[src/hdl/mst_pkg.sv]
// Package for the multi-slot software timer: sizes, operation and result
// codes, item structs and the control/memory interface structs.
// No dependencies.
`default_nettype none

package mst_pkg;

  localparam int unsigned Slots    = 16;
  localparam int unsigned SlotW    = 4;
  localparam int unsigned TimeW    = 32;
  localparam int unsigned PeriodW  = 32;

  typedef enum logic [2:0] {
    OP_TICK     = 3'd0,
    OP_REGISTER = 3'd1,
    OP_REMOVE   = 3'd2,
    OP_START    = 3'd3,
    OP_STOP     = 3'd4,
    OP_QUERY    = 3'd5
  } op_e;

  typedef enum logic [1:0] {
    KIND_OK    = 2'd0,
    KIND_ERR   = 2'd1,
    KIND_FIRE  = 2'd2
  } kind_e;

  typedef enum logic [1:0] {
    ST_IDLE,
    ST_SCAN,
    ST_FLUSH
  } state_e;

  typedef struct packed {
    logic [2:0]         opcode;
    logic [SlotW-1:0]   slot;
    logic               periodic;
    logic [PeriodW-1:0] period;
  } in_item_t;

  typedef struct packed {
    logic [1:0]       kind;
    logic [SlotW-1:0] result_slot;
    logic             running;
    logic             last;
  } out_item_t;

  // Result handed from the controller to the output register
  typedef struct packed {
    logic      push;
    out_item_t item;
  } res_push_t;

  // Slot memory write request; the two arrays never write in the same cycle
  typedef struct packed {
    logic               per_we;
    logic               tim_we;
    logic [SlotW-1:0]   addr;
    logic               periodic;
    logic [PeriodW-1:0] period;
    logic [TimeW-1:0]   deadline;
  } mem_wr_t;

  typedef struct packed {
    logic               rd_en;
    logic [SlotW-1:0]   addr;
  } mem_rd_t;

  typedef struct packed {
    logic               periodic;
    logic [PeriodW-1:0] period;
    logic [TimeW-1:0]   deadline;
  } slot_data_t;

endpackage

`default_nettype wire

[src/hdl/mst_slot_mem.sv]
// Slot storage: periodic flag and {period, deadline} per slot in two
// synchronous arrays, registered read. Uses mst_pkg.
`default_nettype none

module mst_slot_mem (
  input  wire logic               clk_i,
  input  wire mst_pkg::mem_wr_t   wr_i,
  input  wire mst_pkg::mem_rd_t   rd_i,
  output mst_pkg::slot_data_t     rd_data_o
);

  logic                                             per_mem [mst_pkg::Slots];
  logic [mst_pkg::PeriodW+mst_pkg::TimeW-1:0]       tim_mem [mst_pkg::Slots];
  logic                                             per_rd_q;
  logic [mst_pkg::PeriodW+mst_pkg::TimeW-1:0]       tim_rd_q;

  always_ff @(posedge clk_i) begin
    if (wr_i.per_we) begin
      per_mem[wr_i.addr] <= wr_i.periodic;
    end
    if (wr_i.tim_we) begin
      tim_mem[wr_i.addr] <= {wr_i.period, wr_i.deadline};
    end
  end

  always_ff @(posedge clk_i) begin
    if (rd_i.rd_en) begin
      per_rd_q <= per_mem[rd_i.addr];
      tim_rd_q <= tim_mem[rd_i.addr];
    end
  end

  assign rd_data_o.periodic = per_rd_q;
  assign rd_data_o.period   = tim_rd_q[mst_pkg::PeriodW+mst_pkg::TimeW-1:mst_pkg::TimeW];
  assign rd_data_o.deadline = tim_rd_q[mst_pkg::TimeW-1:0];

endmodule

`default_nettype wire

[src/hdl/mst_ctrl.sv]
// Timer controller: registered/enabled flags, time counter, operation
// decode and the tick scan over the slot memory. Uses mst_pkg.
`default_nettype none

module mst_ctrl (
  input  wire logic                clk_i,
  input  wire logic                rst_ni,
  input  wire logic                in_valid_i,
  input  wire mst_pkg::in_item_t   in_item_i,
  output logic                     in_stall_o,
  input  wire logic                out_free_i,
  output mst_pkg::res_push_t       res_o,
  output mst_pkg::mem_wr_t         mem_wr_o,
  output mst_pkg::mem_rd_t         mem_rd_o,
  input  wire mst_pkg::slot_data_t mem_rd_data_i
);

  localparam logic [mst_pkg::SlotW-1:0] LastSlot = mst_pkg::SlotW'(mst_pkg::Slots - 1);

  mst_pkg::state_e               state_q, state_d;
  logic [mst_pkg::Slots-1:0]     reg_q, reg_d;
  logic [mst_pkg::Slots-1:0]     en_q, en_d;
  logic [mst_pkg::TimeW-1:0]     time_q, time_d;
  logic [mst_pkg::SlotW-1:0]     idx_q, idx_d;
  logic                          pend_valid_q, pend_valid_d;
  logic [mst_pkg::SlotW-1:0]     pend_slot_q, pend_slot_d;

  logic accept;
  logic in_reg;
  logic fire;
  logic blocked;

  assign in_stall_o = (state_q != mst_pkg::ST_IDLE) || !out_free_i;
  assign accept     = in_valid_i && !in_stall_o;
  assign in_reg     = reg_q[in_item_i.slot];
  assign fire       = reg_q[idx_q] && en_q[idx_q] && (time_q >= mem_rd_data_i.deadline);
  // a second firing slot must wait until the held one can go out
  assign blocked    = fire && pend_valid_q && !out_free_i;

  // next state
  always_comb begin
    state_d = state_q;
    case (state_q)
      mst_pkg::ST_IDLE: begin
        if (accept && (in_item_i.opcode == mst_pkg::OP_TICK)) begin
          state_d = mst_pkg::ST_SCAN;
        end
      end
      mst_pkg::ST_SCAN: begin
        if (!blocked && (idx_q == LastSlot)) begin
          state_d = mst_pkg::ST_FLUSH;
        end
      end
      mst_pkg::ST_FLUSH: begin
        if (!pend_valid_q || out_free_i) begin
          state_d = mst_pkg::ST_IDLE;
        end
      end
      default: state_d = mst_pkg::ST_IDLE;
    endcase
  end

  // outputs and datapath
  always_comb begin
    reg_d        = reg_q;
    en_d         = en_q;
    time_d       = time_q;
    idx_d        = idx_q;
    pend_valid_d = pend_valid_q;
    pend_slot_d  = pend_slot_q;
    res_o        = '0;
    mem_wr_o     = '0;
    mem_rd_o     = '0;
    mem_rd_o.addr = idx_q;

    case (state_q)
      mst_pkg::ST_IDLE: begin
        if (accept) begin
          res_o.item.result_slot = in_item_i.slot;
          res_o.item.last        = 1'b1;
          res_o.item.kind        = mst_pkg::KIND_OK;
          mem_wr_o.addr          = in_item_i.slot;
          case (in_item_i.opcode)
            mst_pkg::OP_TICK: begin
              time_d        = time_q + mst_pkg::TimeW'(1);
              mem_rd_o.rd_en = 1'b1;
              mem_rd_o.addr  = '0;
              idx_d          = '0;
              pend_valid_d   = 1'b0;
            end
            mst_pkg::OP_REGISTER: begin
              res_o.push = 1'b1;
              if (!in_reg) begin
                reg_d[in_item_i.slot] = 1'b1;
                en_d[in_item_i.slot]  = 1'b0;
                mem_wr_o.per_we       = 1'b1;
                mem_wr_o.periodic     = in_item_i.periodic;
              end
            end
            mst_pkg::OP_REMOVE: begin
              res_o.push = 1'b1;
              if (in_reg) begin
                reg_d[in_item_i.slot] = 1'b0;
              end else begin
                res_o.item.kind = mst_pkg::KIND_ERR;
              end
            end
            mst_pkg::OP_START: begin
              res_o.push = 1'b1;
              if (in_reg && (in_item_i.period != '0)) begin
                en_d[in_item_i.slot] = 1'b1;
                mem_wr_o.tim_we      = 1'b1;
                mem_wr_o.period      = in_item_i.period;
                mem_wr_o.deadline    = time_q + mst_pkg::TimeW'(in_item_i.period);
              end else begin
                res_o.item.kind = mst_pkg::KIND_ERR;
              end
            end
            mst_pkg::OP_STOP: begin
              res_o.push = 1'b1;
              if (in_reg) begin
                en_d[in_item_i.slot] = 1'b0;
              end else begin
                res_o.item.kind = mst_pkg::KIND_ERR;
              end
            end
            mst_pkg::OP_QUERY: begin
              res_o.push         = 1'b1;
              res_o.item.running = in_reg && en_q[in_item_i.slot];
            end
            default: begin
              res_o.push      = 1'b1;
              res_o.item.kind = mst_pkg::KIND_ERR;
            end
          endcase
        end
      end

      mst_pkg::ST_SCAN: begin
        if (!blocked) begin
          if (fire) begin
            // previous fire is now known not to be the final one
            res_o.push             = pend_valid_q;
            res_o.item.kind        = mst_pkg::KIND_FIRE;
            res_o.item.result_slot = pend_slot_q;
            pend_valid_d           = 1'b1;
            pend_slot_d            = idx_q;
            if (mem_rd_data_i.periodic) begin
              mem_wr_o.tim_we   = 1'b1;
              mem_wr_o.addr     = idx_q;
              mem_wr_o.period   = mem_rd_data_i.period;
              mem_wr_o.deadline = mem_rd_data_i.deadline
                                  + mst_pkg::TimeW'(mem_rd_data_i.period);
            end else begin
              en_d[idx_q] = 1'b0;
            end
          end
          if (idx_q != LastSlot) begin
            mem_rd_o.rd_en = 1'b1;
            mem_rd_o.addr  = idx_q + mst_pkg::SlotW'(1);
            idx_d          = idx_q + mst_pkg::SlotW'(1);
          end
        end
      end

      mst_pkg::ST_FLUSH: begin
        if (pend_valid_q && out_free_i) begin
          res_o.push             = 1'b1;
          res_o.item.kind        = mst_pkg::KIND_FIRE;
          res_o.item.result_slot = pend_slot_q;
          res_o.item.last        = 1'b1;
          pend_valid_d           = 1'b0;
        end
      end

      default: ;
    endcase
  end

  always_ff @(posedge clk_i or negedge rst_ni) begin
    if (!rst_ni) begin
      state_q      <= mst_pkg::ST_IDLE;
      reg_q        <= '0;
      en_q         <= '0;
      time_q       <= '0;
      idx_q        <= '0;
      pend_valid_q <= 1'b0;
    end else begin
      state_q      <= state_d;
      reg_q        <= reg_d;
      en_q         <= en_d;
      time_q       <= time_d;
      idx_q        <= idx_d;
      pend_valid_q <= pend_valid_d;
    end
  end

  always_ff @(posedge clk_i) begin
    pend_slot_q <= pend_slot_d;
  end

endmodule

`default_nettype wire

[src/hdl/multi_slot_software_timer.sv]
// Multi-slot software timer, top level: controller, slot memory and the
// registered result output. Uses mst_pkg, mst_ctrl, mst_slot_mem.
//
// Usage:
//   Input channel in_valid_i / in_stall_o / in_item_i carries operations
//   (tick, register, remove, start, stop, query). Output channel
//   out_valid_o / out_stall_i / out_item_o carries results; an item is
//   taken on a clock edge where valid is high and stall is low.
//   Non-tick operations give one result, registered in the cycle after the
//   item is taken; the next item may be taken in the following cycle.
//   A tick walks the 16 slots through the slot memory, one slot per cycle
//   while a stalled output does not hold the scan, after a first read of
//   slot 0 and before a final flush of the held result. Fire results come
//   out in ascending slot order; each is held one slot behind so the final
//   one can carry last. A tick where nothing fires gives no result.
//   If the receiver stalls, the result stays in the output register and
//   the scan waits on the next firing slot; input stays stalled meanwhile.
//   Reset clears all slot flags, the time counter and the output valid;
//   period and deadline contents are not cleared (written before use).
`default_nettype none

module multi_slot_software_timer (
  input  wire logic               clk_i,
  input  wire logic               rst_ni,
  input  wire logic               in_valid_i,
  output logic                    in_stall_o,
  input  wire mst_pkg::in_item_t  in_item_i,
  output logic                    out_valid_o,
  input  wire logic               out_stall_i,
  output mst_pkg::out_item_t      out_item_o
);

  mst_pkg::res_push_t   res;
  mst_pkg::mem_wr_t     mem_wr;
  mst_pkg::mem_rd_t     mem_rd;
  mst_pkg::slot_data_t  mem_rd_data;
  mst_pkg::out_item_t   out_q;
  logic                 out_valid_q;
  logic                 out_free;

  assign out_free = !out_valid_q || !out_stall_i;

  mst_ctrl u_ctrl (
    .clk_i         (clk_i),
    .rst_ni        (rst_ni),
    .in_valid_i    (in_valid_i),
    .in_item_i     (in_item_i),
    .in_stall_o    (in_stall_o),
    .out_free_i    (out_free),
    .res_o         (res),
    .mem_wr_o      (mem_wr),
    .mem_rd_o      (mem_rd),
    .mem_rd_data_i (mem_rd_data)
  );

  mst_slot_mem u_slot_mem (
    .clk_i     (clk_i),
    .wr_i      (mem_wr),
    .rd_i      (mem_rd),
    .rd_data_o (mem_rd_data)
  );

  always_ff @(posedge clk_i or negedge rst_ni) begin
    if (!rst_ni) begin
      out_valid_q <= 1'b0;
    end else if (res.push) begin
      out_valid_q <= 1'b1;
    end else if (!out_stall_i) begin
      out_valid_q <= 1'b0;
    end
  end

  always_ff @(posedge clk_i) begin
    if (res.push) begin
      out_q <= res.item;
    end
  end

  assign out_valid_o = out_valid_q;
  assign out_item_o  = out_q;

endmodule

`default_nettype wire
[config.mk]
export PLATFORM = sky130hd
export DESIGN_NAME = multi_slot_software_timer
export DESIGN_NICKNAME = d
export VERILOG_FILES = /design/src/hdl/mst_pkg.sv /design/src/hdl/mst_slot_mem.sv /design/src/hdl/mst_ctrl.sv /design/src/hdl/multi_slot_software_timer.sv
export SDC_FILE = /design/constraint.sdc
export NUM_CORES = 1
export LEC_CHECK = 0
export BUFFER_PORTS_ARGS = -buffer_cell sky130_fd_sc_hd__buf_2
export CAP_MARGIN = 20
export CORE_ASPECT_RATIO = 1.75
export CORE_MARGIN = 4
export CORE_UTILIZATION = 45
export CTS_CLUSTER_SIZE = 30
export DETAILED_ROUTE_END_ITERATION = 7
export HOLD_SLACK_MARGIN = 0.08
export PLACE_DENSITY = 0.68
export SETUP_SLACK_MARGIN = 0.05
export SYNTH_ARGS = -nofsm -noshare
export SYNTH_HDL_FRONTEND = slang
export SYNTH_SLANG_ARGS = --single-unit
[constraint.sdc]
create_clock -name clk_i -period 7.7 [get_ports clk_i]
set_input_delay 0.77 -clock clk_i [delete_from_list [all_inputs] [get_ports clk_i]]
set_output_delay 0.77 -clock clk_i [all_outputs]
set_load 0.02 [all_outputs]
; ---- Word level (Yosys, flattened, before mapping)
; Memories as Yosys holds them, arrays and structs flattened. A register that Yosys moved wholly into a read port is not among the register bits.
; Cells that the tools add are included.
[classes]
addsub = 4
magnitude_cmp = 5
eq_ne = 26
n_mux = 81
bitwise_logic = 8
n_reduce_logical = 38
[ops]
columns = cell, n
row1 = 64-bit two-way mux, 5
row2 = 16-bit two-way mux, 9
row3 = 64-bit case mux with 2 select lines, 1
row4 = 71-bit two-way mux, 1
row5 = 32-bit adder, 2
row6 = 16-bit case mux with 2 select lines, 2
row7 = 16-bit bitwise AND, 3
row8 = 16-bit case mux with 3 select lines, 1
row9 = 5-bit two-way mux, 7
row10 = 32-bit by 1-bit adder with 32-bit output (second input constant), 1
row11 = 32-bit greater-or-equal comparator, 1
row12 = 16-bit NOT, 2
row13 = 16-bit bitwise OR, 2
row14 = 32-bit nonzero test, 1
row15 = 1-bit two-way mux, 30
row16 = 7-bit two-way mux, 3
row17 = 7-bit case mux with 3 select lines, 1
row18 = 2-bit by 1-bit != test with 1-bit output (second input constant), 10
row19 = 5-bit case mux with 2 select lines, 2
row20 = 1-bit binary-select mux with 4-bit select, 4
row21 = 4-bit two-way mux, 4
row22 = 1-bit logical AND, 12
row23 = 2-bit case mux with 3 select lines, 2
row24 = 3-bit AND reduction, 4
row25 = other kinds (31), 52
[totals]
ff_bits = 84
mem_bits_rw = 1040
inputBits = 44
output_inout_bits = 10
word_cells = 176
n_memories = 2
[mem_list]
columns = memory, words, word_bits, rd, rd_clocked_by_memory_dff, wr, line
row1 = u_slot_mem.tim_mem, 16, 64, 1, 1, 1, mst_slot_mem.sv:13  ; logic [mst_pkg::PeriodW+mst_pkg::TimeW-1:0] tim_mem [mst_pkg::Slots];
row2 = u_slot_mem.per_mem, 16, 1, 1, 1, 1, mst_slot_mem.sv:12  ; logic per_mem [mst_pkg::Slots];

; ---- Longest topological paths before layout
[logic_depth]
depth_word = 10
mapped_depth = 18
ltp_nobuf = 13

; ---- Modules after synthesis
; A second synthesis with hierarchy kept.
[unflattened]
cells_unflattened = 2793
hier_area_um2 = 50205.7
[modules_own_cells]
columns = module, n_inst, cells_per_inst, area_per_inst_um2, seq_area_each_um2
row1 = mst_slot_mem, 1, 1699, 41005.6, 33181.8
row2 = mst_ctrl, 1, 1083, 8923.6, 1896.8
row3 = multi_slot_software_timer, 1, 11, 276.5, 265.3

; ---- Worst setup path before layout
; OpenSTA, ideal clock, no wires.
[synth_timing]
kind = in2reg
start = input in_item_i[33] (netlist name)
end = memory u_slot_mem.tim_mem[12][0] (netlist name), enable pin
setup_ps = 494
arrival_time_ps = 5410
required_time_ps = 7206
slack_ps = 1796
cell_stages = 8
path_buffers = 1
path_cell_list = clkbuf_1 mux4_2 mux4_2 o21ai_0 or3_1 nand2_1 nand2b_1 nor2b_1
[synth_via]
elab_chain_cells = 9
[synth_lines]
columns = item, line
row1 = start: declaration, multi_slot_software_timer.sv:27  ; input wire mst_pkg::in_item_t in_item_i,
row2 = 1-bit binary-select mux with 4-bit select, mst_ctrl.sv:35  ; assign in_reg = reg_q[in_item_i.slot];
row3 = 1-bit two-way mux (implied by the code), mst_ctrl.sv:35
row4 = 1-bit logical AND, mst_ctrl.sv:110  ; if (in_reg && (in_item_i.period != '0)) begin
row5 = 1-bit two-way mux, mst_ctrl.sv:110
row6 = 1-bit two-way mux, mst_ctrl.sv:83  ; case (in_item_i.opcode)
row7 = 71-bit two-way mux (*), mst_ctrl.sv:78  ; if (accept) begin
row8 = 5-bit case mux with 2 select lines (*), mst_ctrl.sv:76  ; case (state_q)
row9 = 1-bit two-way mux, mst_slot_mem.sv:21  ; if (wr_i.tim_we) begin
row10 = 1-bit two-way mux (implied by the code), mst_slot_mem.sv:22  ; tim_mem[wr_i.addr] <= {wr_i.period, wr_i.deadline};
row11 = end: declaration, mst_slot_mem.sv:13
; Every way passes the cells marked *; elsewhere a longest branch is shown, timed or not. The select of a mux whose other input is x is not followed.

; ---- Worst setup path in the final report
[layout_timing]
start = register u_slot_mem.tim_rd_q[0] (netlist name) (read register of u_slot_mem.tim_mem)
end = register u_slot_mem.tim_rd_q[15] (netlist name) (read register of u_slot_mem.tim_mem) (data pin)
[layout_via]
elab_chain_cells = 6
[layout_lines]
columns = item, line
row1 = start: declaration, mst_slot_mem.sv:15  ; logic [mst_pkg::PeriodW+mst_pkg::TimeW-1:0] tim_rd_q;
row2 = 32-bit greater-or-equal comparator, mst_ctrl.sv:36  ; assign fire = reg_q[idx_q] && en_q[idx_q] && (time_q >= mem_rd_data_i.deadline);
row3 = 1-bit logical AND, mst_ctrl.sv:36
row4 = 1-bit logical AND (2 in series), mst_ctrl.sv:38  ; assign blocked = fire && pend_valid_q && !out_free_i;
row5 = 5-bit two-way mux, mst_ctrl.sv:140  ; if (!blocked) begin
row6 = 5-bit case mux with 2 select lines, mst_ctrl.sv:76
; No other way between the ends.
; A chain may end at the register's enable or synchronous reset.

==> flow_metrics.py <==
metrics = {
    "routing": {
        "dr.pass1.iters": 8,
        "vias_per_cell": 6.29,
        "routedWlPerCell_um": 28.2,
        "drt_iter0_drc": 3001,
        "routed-via-count": 31300,
        "wirelength_um": 140000,
        "drc": 0,
        "drtAntennaViolNets": 0,
    },
    "synthesis": {
        "yosysMostFrequentCell": "edfxtp_1",
        "synth_ff_type": "edfxtp_1",
        "synth_cells": 3348,
        "yosys.cell_types.count": 65,
        "async_flop_share_pct": 6.06,
        "synth.avg_cell_area_um2": 15.2,
        "synth_nets": 3493,
        "synth_top_area_cell": "edfxtp_1",
        "synth_top_area_share_pct": 65.8,
        "ys_ff_latch": 1189,
        "synthTopCellsByArea": "edfxtp_1 (66%), mux4_2 (6.2%), dfrtp_1 (3.5%)",
        "synth_edf_count": 1117,
        "syn_area_um2": 51000,
        "ys_warn_count": 0,
        "synthTopCellsByCount": "edfxtp_1 (1117), nand2_1 (346), clkbuf_1 (166)",
        "yosysSeqAreaShare_pct": 69.3,
    },
    "global_route": {
        "grtUsageTotal_pct": 23.0,
        "antenna_found_initial": 6,
        "grt_max_degree": 142,
        "grt_pass1_wl_um": 204000,
        "grt_pass1_vias": 31400,
        "grt_overflow": 0,
    },
    "timing": {
        "worst_slew_pin_slew_ns": 1.10,
        "max_freq_ghz": 0.157,
        "max_slew_margin_pct": 26.6,
        "skew_ns": 0.0363,
        "hold_viol": 0,
        "fin_setup_tns_ns": 0,
        "setup_viol": 0,
        "rsz0062_at_grt": "no",
        "fin_crit_ns": 6.37,
        "period_share_pct": 82.7,
        "holdWs_ns": 0.336,
        "slew_violations": 0,
    },
    "setup_path": {
        "arrival_ns": 6.78,
        "critical_path_buf_inv_count": 3,
        "cpMostUsedCell": "o31ai_1",
        "critical_path_class": "reg2reg",
        "start_kind": "flop",
        "crit_family": "compound AO/OA/AOI/OAI gates",
        "crit_path_max_fanout": 90,
        "cp-end-kind": "flop",
        "required_ns": 8.12,
        "path_cells": "ha_1 > nand2b_1 > a2111oi_0 > o31ai_1 > o31ai_1 > a211o_1 > a211o_4 > and2_4 > inv_8 > buf_12 > buf_4 > a211oi_1 > a311oi_1 > or4_1",
        "worst-path-stages": 14,
        "slowest_stage": "and2_4",
        "reg2reg_depth": 14,
        "cpPeakStageDelay_ns": 0.67,
    },
    "place": {
        "place_area_um2": 53300,
        "gp_congestion": 0.924,
        "io_buffers": 53,
        "dp_hpwl_um": 78400,
    },
    "clock_network": {
        "cts_buffer_depth": 3,
        "ctsResizeCount": 0,
        "clock-sinks": 1189,
        "path_clk_slew_ns": 0.07,
        "h-tree-depth": 3,
        "cts_buffers": 102,
        "cts_root_buffer": "clkbuf_16",
        "cts_tree": "yes",
        "clk-insertion-delay-late_ns": 0.73,
    },
    "min_path": {
        "min_path_type": "in2reg",
        "min_path_cells": 3,
    },
    "final_layout": {
        "drive_above_1_share_pct": 13.8,
        "postLayoutCellArea_um2": 57000,
        "fillers": 9260,
        "syn2layout_area_growth_pct": 11.7,
        "num-nets-final": 3541,
    },
    "die": {
        "die_area_um2": 119000,
        "core_um2": 113000,
        "die_w_um": 262,
        "rows": 163,
        "die_h_um": 453,
        "start_util_pct": 45.3,
        "ios": 54,
    },
    "power_and_ir_drop": {
        "power.switching_mw": 7.11,
        "p_leak_nw": 21.4,
        "p_int_mw": 12.6,
        "power_frac_comb_pct": 32.9,
        "p_seq_share_pct": 39.4,
        "power_density_nw_per_um2": 345,
        "pwr-share-clk_pct": 27.7,
        "peakVddDrop_mv": 0.452,
        "swShare_pct": 36.1,
    },
    "outcome": {
        "status": "finished, final reports clean",
    },
    "flow_run": {
        "drv_cap": 0,
    },
}
[repair_timing]
action | in CTS | in global routing
hold buffers | 0 | 1
hold endpoints to repair | 0 | 28
setup endpoints to repair | 0 | 0
buffers inserted | 0 | 0
[cell usage in the layout (no fill, tap or decap), types with 18 or more instances in the layout]
cell       instances
nand3_1           25
o21ai_0           78
dfrtp_1           72
a211oi_1         137
a22o_1            38
buf_4             68
nor2b_1          149
xnor2_1           53
clkbuf_16        103
nor2_1            97
or4_1             66
xor2_1            36
a21oi_1           70
and3_1           145
edfxtp_1        1117
buf_2             52
buf_12            18
o22ai_1           28
inv_1             57
a311oi_1         130
a31oi_1           25
ha_1              99
a21o_1            29
nand2_1          344
mux4_2           140
nand4_1           21
[worst reg2reg max path, stage by stage, from the launching register on]
cell	delay [ns]
edfxtp_1	0.50
ha_1	0.32
nand2b_1	0.14
a2111oi_0	0.60
o31ai_1	0.15
o31ai_1	0.46
a211o_1	0.46
a211o_4	0.65
and2_4	0.68
inv_8	0.28
buf_12	0.37
buf_4	0.46
a211oi_1	0.27
a311oi_1	0.07
or4_1	0.66
[path summary, 6_finish.rpt]
check / from / endpoint / slack [ns]
setup reg to reg: u_slot_mem.tim_rd_q[0] / u_slot_mem.tim_rd_q[15] / 1.33
hold reg to reg: u_ctrl.pend_slot_q[2] / out_item_o[4] / 0.52
setup / recovery: u_slot_mem.tim_rd_q[0] / u_slot_mem.tim_rd_q[15] / 1.33
min in group asynchronous: rst_ni / asynchronous set/reset pin / 0.55
max in group asynchronous: rst_ni / u_ctrl.time_q[25] / 6.53
hold / removal: out_stall_i / out_valid_o / 0.34
[through the flow]
stage	util, %	setup slack (ns)	power, mW	cells
after floorplan	-	1.80	12.1	3348
after global placement	47.4	1.42	14.3	4762
after detailed placement	47.4	1.36	14.3	4763
after CTS	50.5	1.33	19.8	4952
after global routing	50.6	1.07	20.5	4968
final	50.6	1.33	19.7	4970
[routing by layer]
| layer | GRT usage, % | share of wire (%) | up-vias |
|---|---|---|---|
| met5 | 0 | 0.0093 | - |
| met4 | 12.5 | 6.0 | 2 |
| met3 | 3.50 | 6.4 | 402 |
| met2 | 40.3 | 51 | 1400 |
| met1 | 27.4 | 36 | 16100 |
| li1 | - | - | 13300 |
[logic make-up after synthesis]
kind of cell             count (synthesis)  synth area share [%]
XOR/XNOR                                89                  1.53
AO/OA/AOI/OAI                          627                  8.91
AND/OR/NAND/NOR                        942                  9.44
adder cells (fa/ha/maj)                101                  2.51
buffers and inverters                  256                  2.03
flip-flops                            1189                  69.3
multiplexers                           144                  6.27
[final cells by class]
cell class / count / area (um^2) / share of cell area, %
Clock buffer: 116 / 2630 / 4.61
Antenna cell: 4 / 10.0 / 0.0176
Inverter: 60 / 238 / 0.417
Multi-Input combinational cell: 1903 / 14800 / 26.0
Sequential cell: 1189 / 35300 / 62.0
Clock inverter: 73 / 891 / 1.56
Tap cell: 1485 / 1860 / 3.26
Timing Repair Buffer: 140 / 1170 / 2.05
[flip-flops by register name, indices dropped and copies added (netlist names), named ones only]
register / flops
out_item_o: 8
u_slot_mem.per_mem: 16
u_slot_mem.tim_mem: 1024
u_ctrl.idx_q: 4
u_slot_mem.per_rd_q: 1
u_ctrl.pend_valid_q: 1
u_ctrl.time_q: 32
u_ctrl.pend_slot_q: 4
out_valid_o: 1
u_ctrl.state_q: 2
u_slot_mem.tim_rd_q: 64
[power by group through the flow]
stage               Clock (mW)  Sequential (mW)  Combinational [mW]
floorplan                    0             7.64                4.42
global placement             0             7.89                6.39
detailed placement           0             7.88                6.45
CTS                       5.53             7.75                6.48
global route              5.80             7.75                6.92
finish                    5.45             7.75                6.48
Power figures use the tool's default switching activity.
